### src/design/dart_pkg.sv
// Shared types and constants for the divider and reload timer.
package dart_pkg;

    // Item kinds
    localparam logic [1:0] ACT_TICK  = 2'd0;
    localparam logic [1:0] ACT_READ  = 2'd1;
    localparam logic [1:0] ACT_WRITE = 2'd2;

    // Register map
    localparam logic [15:0] ADDR_DIV = 16'hFF04;
    localparam logic [15:0] ADDR_CNT = 16'hFF05;
    localparam logic [15:0] ADDR_MOD = 16'hFF06;
    localparam logic [15:0] ADDR_CTL = 16'hFF07;

    // Control register fields
    localparam int          CTL_EN_BIT   = 2;
    localparam logic [7:0]  CTL_RD_FILL  = 8'hF8;
    localparam logic [7:0]  UNMAPPED_RD  = 8'hFF;
    localparam logic [7:0]  CNT_MAX      = 8'hFF;

    // Clock select codes (control bits 1:0)
    localparam logic [1:0] SEL_1024 = 2'd0;
    localparam logic [1:0] SEL_16   = 2'd1;
    localparam logic [1:0] SEL_64   = 2'd2;
    localparam logic [1:0] SEL_256  = 2'd3;

    localparam int ACC_W = 11;

    typedef enum logic [2:0] {
        S_IDLE = 3'b001,
        S_LOOP = 3'b010,
        S_FIN  = 3'b100
    } state_t;

    typedef struct packed {
        logic accept;    // latch a new transaction
        logic step;      // one counter step
        logic load_out;  // move result into output register
    } cmd_t;

    typedef struct packed {
        logic step_pending;  // timer enabled and accumulator holds a full period
    } status_t;

    function automatic logic [ACC_W-1:0] period_of(input logic [1:0] sel);
        logic [ACC_W-1:0] per;
        case (sel)
            SEL_16:   per = 11'd16;
            SEL_64:   per = 11'd64;
            SEL_256:  per = 11'd256;
            SEL_1024: per = 11'd1024;
            default:  per = 11'd1024;
        endcase
        return per;
    endfunction

endpackage

### src/design/divider_and_reload_timer.sv
// Top level of the divider and reload timer peripheral.
// Register-mapped timer at 0xFF04 (divider), 0xFF05 (counter), 0xFF06 (modulo)
// and 0xFF07 (control). Each input transaction is a tick, a register read or a
// register write, and returns exactly one output transaction. A read or write
// passes from acceptance to the result stage, which moves its result into the
// output register. A tick first runs the step loop, which makes one counter
// step for each full period pending, because the datapath advances the counter
// one period per cycle. A tick causes at most 79 steps, when a period of 16
// drains a nearly full accumulator. The next transaction is accepted in the
// cycle after a result moves into the output register, even if that result is
// not yet taken; the block stalls only when a new result is ready and the
// previous one still waits. There is no clearing pass after reset.
module divider_and_reload_timer (
    input  logic        clk,
    input  logic        rst_n,
    input  logic        in_valid,
    output logic        in_ready,
    input  logic [1:0]  action,
    input  logic [15:0] address,
    input  logic [7:0]  write_value,
    input  logic [7:0]  cycles,
    output logic        out_valid,
    input  logic        out_ready,
    output logic [7:0]  read_data,
    output logic        timer_irq
);

    dart_pkg::cmd_t    cmd;
    dart_pkg::status_t status;

    // sequencing: idle -> (step loop for ticks) -> result load
    dart_ctrl u_ctrl (
        .clk       (clk),
        .rst_n     (rst_n),
        .in_valid  (in_valid),
        .in_ready  (in_ready),
        .action    (action),
        .out_valid (out_valid),
        .out_ready (out_ready),
        .status    (status),
        .cmd       (cmd)
    );

    // timer state, register access and output payload
    dart_dp u_dp (
        .clk         (clk),
        .rst_n       (rst_n),
        .cmd         (cmd),
        .status      (status),
        .action      (action),
        .address     (address),
        .write_value (write_value),
        .cycles      (cycles),
        .read_data   (read_data),
        .timer_irq   (timer_irq)
    );

endmodule

### src/design/dart_ctrl.sv
// Controller state machine: sequences accept, counter steps and result load.
module dart_ctrl (
    input  logic                  clk,
    input  logic                  rst_n,
    input  logic                  in_valid,
    output logic                  in_ready,
    input  logic [1:0]            action,
    output logic                  out_valid,
    input  logic                  out_ready,
    input  dart_pkg::status_t     status,
    output dart_pkg::cmd_t        cmd
);

    dart_pkg::state_t state_reg, state_next;
    logic             out_valid_reg, out_valid_next;

    assign in_ready  = (state_reg == dart_pkg::S_IDLE);
    assign out_valid = out_valid_reg;

    always_comb
    begin
        state_next   = state_reg;
        cmd.accept   = 1'b0;
        cmd.step     = 1'b0;
        cmd.load_out = 1'b0;
        case (state_reg)
            dart_pkg::S_IDLE:
            begin
                if (in_valid)
                begin
                    cmd.accept = 1'b1;
                    state_next = (action == dart_pkg::ACT_TICK) ? dart_pkg::S_LOOP
                                                                : dart_pkg::S_FIN;
                end
            end
            dart_pkg::S_LOOP:
            begin
                if (status.step_pending)
                    cmd.step = 1'b1;
                else
                    state_next = dart_pkg::S_FIN;
            end
            dart_pkg::S_FIN:
            begin
                if (!out_valid_reg || out_ready)
                begin
                    cmd.load_out = 1'b1;
                    state_next   = dart_pkg::S_IDLE;
                end
            end
            default: state_next = dart_pkg::S_IDLE;
        endcase
    end

    always_comb
    begin
        if (cmd.load_out)
            out_valid_next = 1'b1;
        else if (out_ready)
            out_valid_next = 1'b0;
        else
            out_valid_next = out_valid_reg;
    end

    always_ff @(posedge clk or negedge rst_n)
    begin
        if (!rst_n)
        begin
            state_reg     <= dart_pkg::S_IDLE;
            out_valid_reg <= 1'b0;
        end
        else
        begin
            state_reg     <= state_next;
            out_valid_reg <= out_valid_next;
        end
    end

    // loop exits to result stage once no full period remains
    a_loop_exit: assert property (@(posedge clk) disable iff (!rst_n)
        (state_reg == dart_pkg::S_LOOP && !status.step_pending)
            |=> state_reg == dart_pkg::S_FIN)
        else $error("loop did not exit");

    // result never overwrites one still waiting
    a_no_clobber: assert property (@(posedge clk) disable iff (!rst_n)
        cmd.load_out |-> (!out_valid_reg || out_ready))
        else $error("output register overwritten");

    // reads, writes and unknown actions skip the step loop
    a_no_loop: assert property (@(posedge clk) disable iff (!rst_n)
        (in_valid && in_ready && action != dart_pkg::ACT_TICK)
            |=> state_reg == dart_pkg::S_FIN)
        else $error("non-tick entered loop");

endmodule

### src/design/dart_dp.sv
// Datapath: timer registers, accumulators, register file access, output register.
module dart_dp (
    input  logic               clk,
    input  logic               rst_n,
    input  dart_pkg::cmd_t     cmd,
    output dart_pkg::status_t  status,
    input  logic [1:0]         action,
    input  logic [15:0]        address,
    input  logic [7:0]         write_value,
    input  logic [7:0]         cycles,
    output logic [7:0]         read_data,
    output logic               timer_irq
);

    logic [7:0]                 div_byte_reg, cnt_byte_reg, mod_byte_reg;
    logic [2:0]                 ctl_reg;
    logic [7:0]                 div_acc_reg;
    logic [dart_pkg::ACC_W-1:0] cnt_acc_reg;
    logic [7:0]                 rd_reg;
    logic                       irq_reg;
    logic [7:0]                 read_data_reg;
    logic                       timer_irq_reg;

    logic [8:0]                 div_sum;
    logic [dart_pkg::ACC_W-1:0] period;
    logic [7:0]                 rd_mux;

    assign div_sum = {1'b0, div_acc_reg} + {1'b0, cycles};
    assign period  = dart_pkg::period_of(ctl_reg[1:0]);
    assign status.step_pending = ctl_reg[dart_pkg::CTL_EN_BIT] && (cnt_acc_reg >= period);

    always_comb
    begin
        case (address)
            dart_pkg::ADDR_DIV: rd_mux = div_byte_reg;
            dart_pkg::ADDR_CNT: rd_mux = cnt_byte_reg;
            dart_pkg::ADDR_MOD: rd_mux = mod_byte_reg;
            dart_pkg::ADDR_CTL: rd_mux = {5'b0, ctl_reg} | dart_pkg::CTL_RD_FILL;
            default:            rd_mux = dart_pkg::UNMAPPED_RD;
        endcase
    end

    always_ff @(posedge clk or negedge rst_n)
    begin
        if (!rst_n)
        begin
            div_byte_reg <= '0;
            cnt_byte_reg <= '0;
            mod_byte_reg <= '0;
            ctl_reg      <= '0;
            div_acc_reg  <= '0;
            cnt_acc_reg  <= '0;
        end
        else if (cmd.accept)
        begin
            case (action)
                dart_pkg::ACT_TICK:
                begin
                    div_acc_reg  <= div_sum[7:0];
                    div_byte_reg <= div_byte_reg + {7'b0, div_sum[8]};
                    if (ctl_reg[dart_pkg::CTL_EN_BIT])
                        cnt_acc_reg <= cnt_acc_reg + {3'b0, cycles};
                end
                dart_pkg::ACT_WRITE:
                begin
                    case (address)
                        dart_pkg::ADDR_DIV: div_byte_reg <= write_value;
                        dart_pkg::ADDR_CNT: cnt_byte_reg <= write_value;
                        dart_pkg::ADDR_MOD: mod_byte_reg <= write_value;
                        dart_pkg::ADDR_CTL: ctl_reg      <= write_value[2:0];
                        default: ;
                    endcase
                end
                default: ;
            endcase
        end
        else if (cmd.step)
        begin
            cnt_acc_reg <= cnt_acc_reg - period;
            if (cnt_byte_reg == dart_pkg::CNT_MAX)
                cnt_byte_reg <= mod_byte_reg;
            else
                cnt_byte_reg <= cnt_byte_reg + 8'd1;
        end
    end

    // per-transaction result
    always_ff @(posedge clk)
    begin
        if (cmd.accept)
        begin
            rd_reg  <= (action == dart_pkg::ACT_READ) ? rd_mux : 8'd0;
            irq_reg <= 1'b0;
        end
        else if (cmd.step && cnt_byte_reg == dart_pkg::CNT_MAX)
            irq_reg <= 1'b1;
        if (cmd.load_out)
        begin
            read_data_reg <= rd_reg;
            timer_irq_reg <= irq_reg;
        end
    end

    assign read_data = read_data_reg;
    assign timer_irq = timer_irq_reg;

    // a step is only commanded while a full period is pending
    a_step_valid: assert property (@(posedge clk) disable iff (!rst_n)
        cmd.step |-> status.step_pending)
        else $error("step without full period");

    // accumulator never exceeds the largest value a tick can build
    a_acc_bound: assert property (@(posedge clk) disable iff (!rst_n)
        cnt_acc_reg <= 11'd1278)
        else $error("counter accumulator out of range");

endmodule
### config.mk
export PLATFORM = sky130hd
export DESIGN_NAME = divider_and_reload_timer
export DESIGN_NICKNAME = d
export VERILOG_FILES = /design/src/design/dart_pkg.sv /design/src/design/divider_and_reload_timer.sv /design/src/design/dart_ctrl.sv /design/src/design/dart_dp.sv
export SDC_FILE = /design/constraint.sdc
export NUM_CORES = 1
export LEC_CHECK = 0
export BUFFER_PORTS_ARGS = -buffer_cell sky130_fd_sc_hd__buf_2
export CAP_MARGIN = 20
export CORE_UTILIZATION = 40
export CTS_CLUSTER_SIZE = 16
export DETAILED_ROUTE_END_ITERATION = 6
export PLACE_DENSITY = 0.54
export SYNTH_ARGS = -nofsm -noshare
export SYNTH_HDL_FRONTEND = slang
export SYNTH_SLANG_ARGS = --single-unit
### constraint.sdc
create_clock -name clk -period 3.6 [get_ports clk]
set_input_delay 0.18 -clock clk [delete_from_list [all_inputs] [get_ports clk]]
set_output_delay 0.18 -clock clk [all_outputs]
set_load 0.02 [all_outputs]
==> results_dict.tcl <==
set metrics [dict create \
    ys_ff_latch 68 \
    slew_headroom 0.439 \
    finalHoldViolations 0 \
    rsz0062_at_grt "no" \
    syn_to_final_growth_pct 12.8 \
    min_path_type "in -> reg" \
    ys_warn_count 0 \
    seq_area_frac_synth 0.426 \
    final_cell_mix "dfrtp_1, buf_2, nand2_1, nor2_1, o21ai_0" \
    antenna_left 0 \
    r2r-start "u_dp.div_acc_reg[0]" \
    cp.arrival_ns 3.15 \
    grt_first_pass_wirelength_um 16200 \
    grt_pass1_vias 3212 \
    period_needed_ns 2.90 \
    synth-main-ff-cell "dfrtp_1" \
    cp-end-kind "register" \
    finalSetupTns_ns 0 \
    fin_nets 537 \
    die_height_um 104 \
    layout_commonest_cell "dfrtp_1" \
    ctsResizeCount 0 \
    grt-ovfl-total 0 \
    cts_buffer_depth 2 \
    die_w_um 104 \
    critical_path.startpoint "u_dp.div_acc_reg[0]" \
    avgSynthCellArea_sq_um 9.89 \
    routed-via-count 3339 \
    p_leak_nw 2.10 \
    routabilityCongestion 0.809 \
    period_share 0.806 \
    die_area_sq_um 10900 \
    worstSetupEndpoint "u_dp.div_byte_reg[6]" \
    peakVddDrop_uv 263 \
    async_reset_ff_frac 0.735 \
    max_slew.worst_pin.slew_ns 0.841 \
    required_ns 3.85 \
    pwr_density_cell_nw_per_um2 452 \
    fin_util 0.474 \
    diodes 0 \
    fmax_ghz 0.345 \
    initialDrtViolationCount 245 \
    initial_core_util 0.420 \
    setup_slack_ns 0.700 \
    path_class "reg -> reg" \
    synthCells 423 \
    report.final.slew_viol_count 0 \
    synth_nets 487 \
    critical_path_peak_fanout 4 \
    finClkSkew_ns 0.0108 \
    place_ws_ns 0.696 \
    layout-drive-gt1-share 0.220 \
    clk_pin_slew_ns 0.09 \
    reg2reg_depth 13 \
    whs_ns 0.112 \
    synth_edf_count 17 \
    largest_reg_flops 11 \
    antenna_found_initial 0 \
    first_pass_iters 4 \
    finalSetupViolCount 0 \
    grt_max_degree 31 \
    wire_per_inst_um 15.7 \
    routed_wl_um 9580 \
    drv_cap 0 \
    reg2reg_to "u_dp.div_byte_reg[6]" \
    synth_cell_types 68 \
    cts_max_level 3 \
    numClockSinks 68 \
    clock_latency_ns 0.35 \
    ioPinCount 49 \
    dp_hpwl_um 7130 \
    portBuffers 48 \
    ff2ff_setup_slack_ns 0.70 \
    cts_tree "done" \
    rows 36 \
    status "complete, no violations" \
    drc 0 \
    synth_area_sq_um 4190 \
    crit_path_start_kind "register" \
    core_sq_um 9950 \
    viasPerCell 5.46 \
    grt.total_usage 0.188 \
    cts-buffers-inserted 9 \
    root_buffer "clkbuf_8" \
]
-- report_power, final --
group	total (mW)	switching [mW]	leakage, nW	internal (mW)
logic	0.569	0.314	1.21	0.255
registers	0.990	0.0900	0.804	0.900
clock network	0.575	0.323	0.0856	0.252
-- final cells by class --
class,instances,area [sq um]
Multi-Input combinational cell,329,2280
Inverter,13,48.8
Timing Repair Buffer,52,273
Sequential cell,68,1780
Clock inverter,7,51.3
Fill cell,950,5230
Clock buffer,9,124
Tap cell,133,166
-- layer usage --
layer / up-vias / GRT usage / wire (um)
met1: 1583 / 0.284 / 4850
met2: 92 / 0.267 / 4030
met3: 10 / 0.0320 / 566
li1: 1654 / - / -
met4: 0 / 0.0694 / 122
met5: - / 0 / 0
-- through the flow --
stage	power (mW)	area [sq um]	instances
final	2.13	4720	611
after global routing	2.28	4720	611
after CTS	2.15	4720	611
after detailed placement	1.57	4540	594
after global placement	1.56	4540	594
after floorplan	1.41	4190	423
-- kinds of logic after synthesis --
group / after synthesis / synth area share
and+or+nand+nor: 148 / 0.177
AOI/OAI and AO/OA: 112 / 0.173
DFF: 68 / 0.426
muxes: 28 / 0.0816
buffers and inverters: 26 / 0.0302
adders and majority gates: 26 / 0.0813
xor gates and xnor gates: 15 / 0.0314
-- worst max-delay path, cell delays in order, from the launching register on --
cell and delay, ns:
dfrtp_1 0.38, ha_1 0.21, fa_1 0.41, a21oi_1 0.14, nor2_1 0.05, nor2_1 0.16
o21ai_0 0.17, a21o_1 0.20, a21o_1 0.17, ha_1 0.19, ha_1 0.21, nand3_1 0.15
o41ai_1 0.08, a22o_2 0.26
-- Yosys cell counts (all sizes together), types with 3 or more instances --
master,instances,area (sq um)
nand4,6,52.6
nand2,46,173
nor3,10,66.3
nand3,12,60.1
o21a,4,30.0
o22ai,11,68.8
a21o,6,45.0
nor2b,4,25.0
or2,3,18.8
mux2,19,214
ha,24,300
o21ai,31,155
a21oi,28,140
xor2,8,70.1
mux2i,6,60.1
clkbuf,6,32.5
a22o,3,27.5
mux4,3,67.6
nor2,45,176
inv,13,48.8
or3,3,23.8
a31oi,5,31.3
dfrtp,49,1230
buf,7,45.0
edfxtp,17,510
xnor2,7,61.3
a211oi,4,47.5
nand2b,7,43.8
-- worst min-delay path by stage --
stage / startpoint / end / cells after the start
after global placement: rst_n / u_dp.cnt_acc_reg[1] / 1
after detailed placement: rst_n / u_dp.cnt_acc_reg[9] / 1
final: write_value[5] / u_dp.mod_byte_reg[5] / 2
after floorplan: rst_n / u_ctrl.out_valid / 0
after global routing: write_value[7] / u_dp.mod_byte_reg[7] / 2
after CTS: write_value[5] / u_dp.mod_byte_reg[5] / 2
-- timing repair --
action,4_1_cts,5_1_grt
hold buffers,1,0
setup buffers,0,0
endpoints found under the hold margin,19,0
No activity file was read; power rests on OpenSTA's default activity.
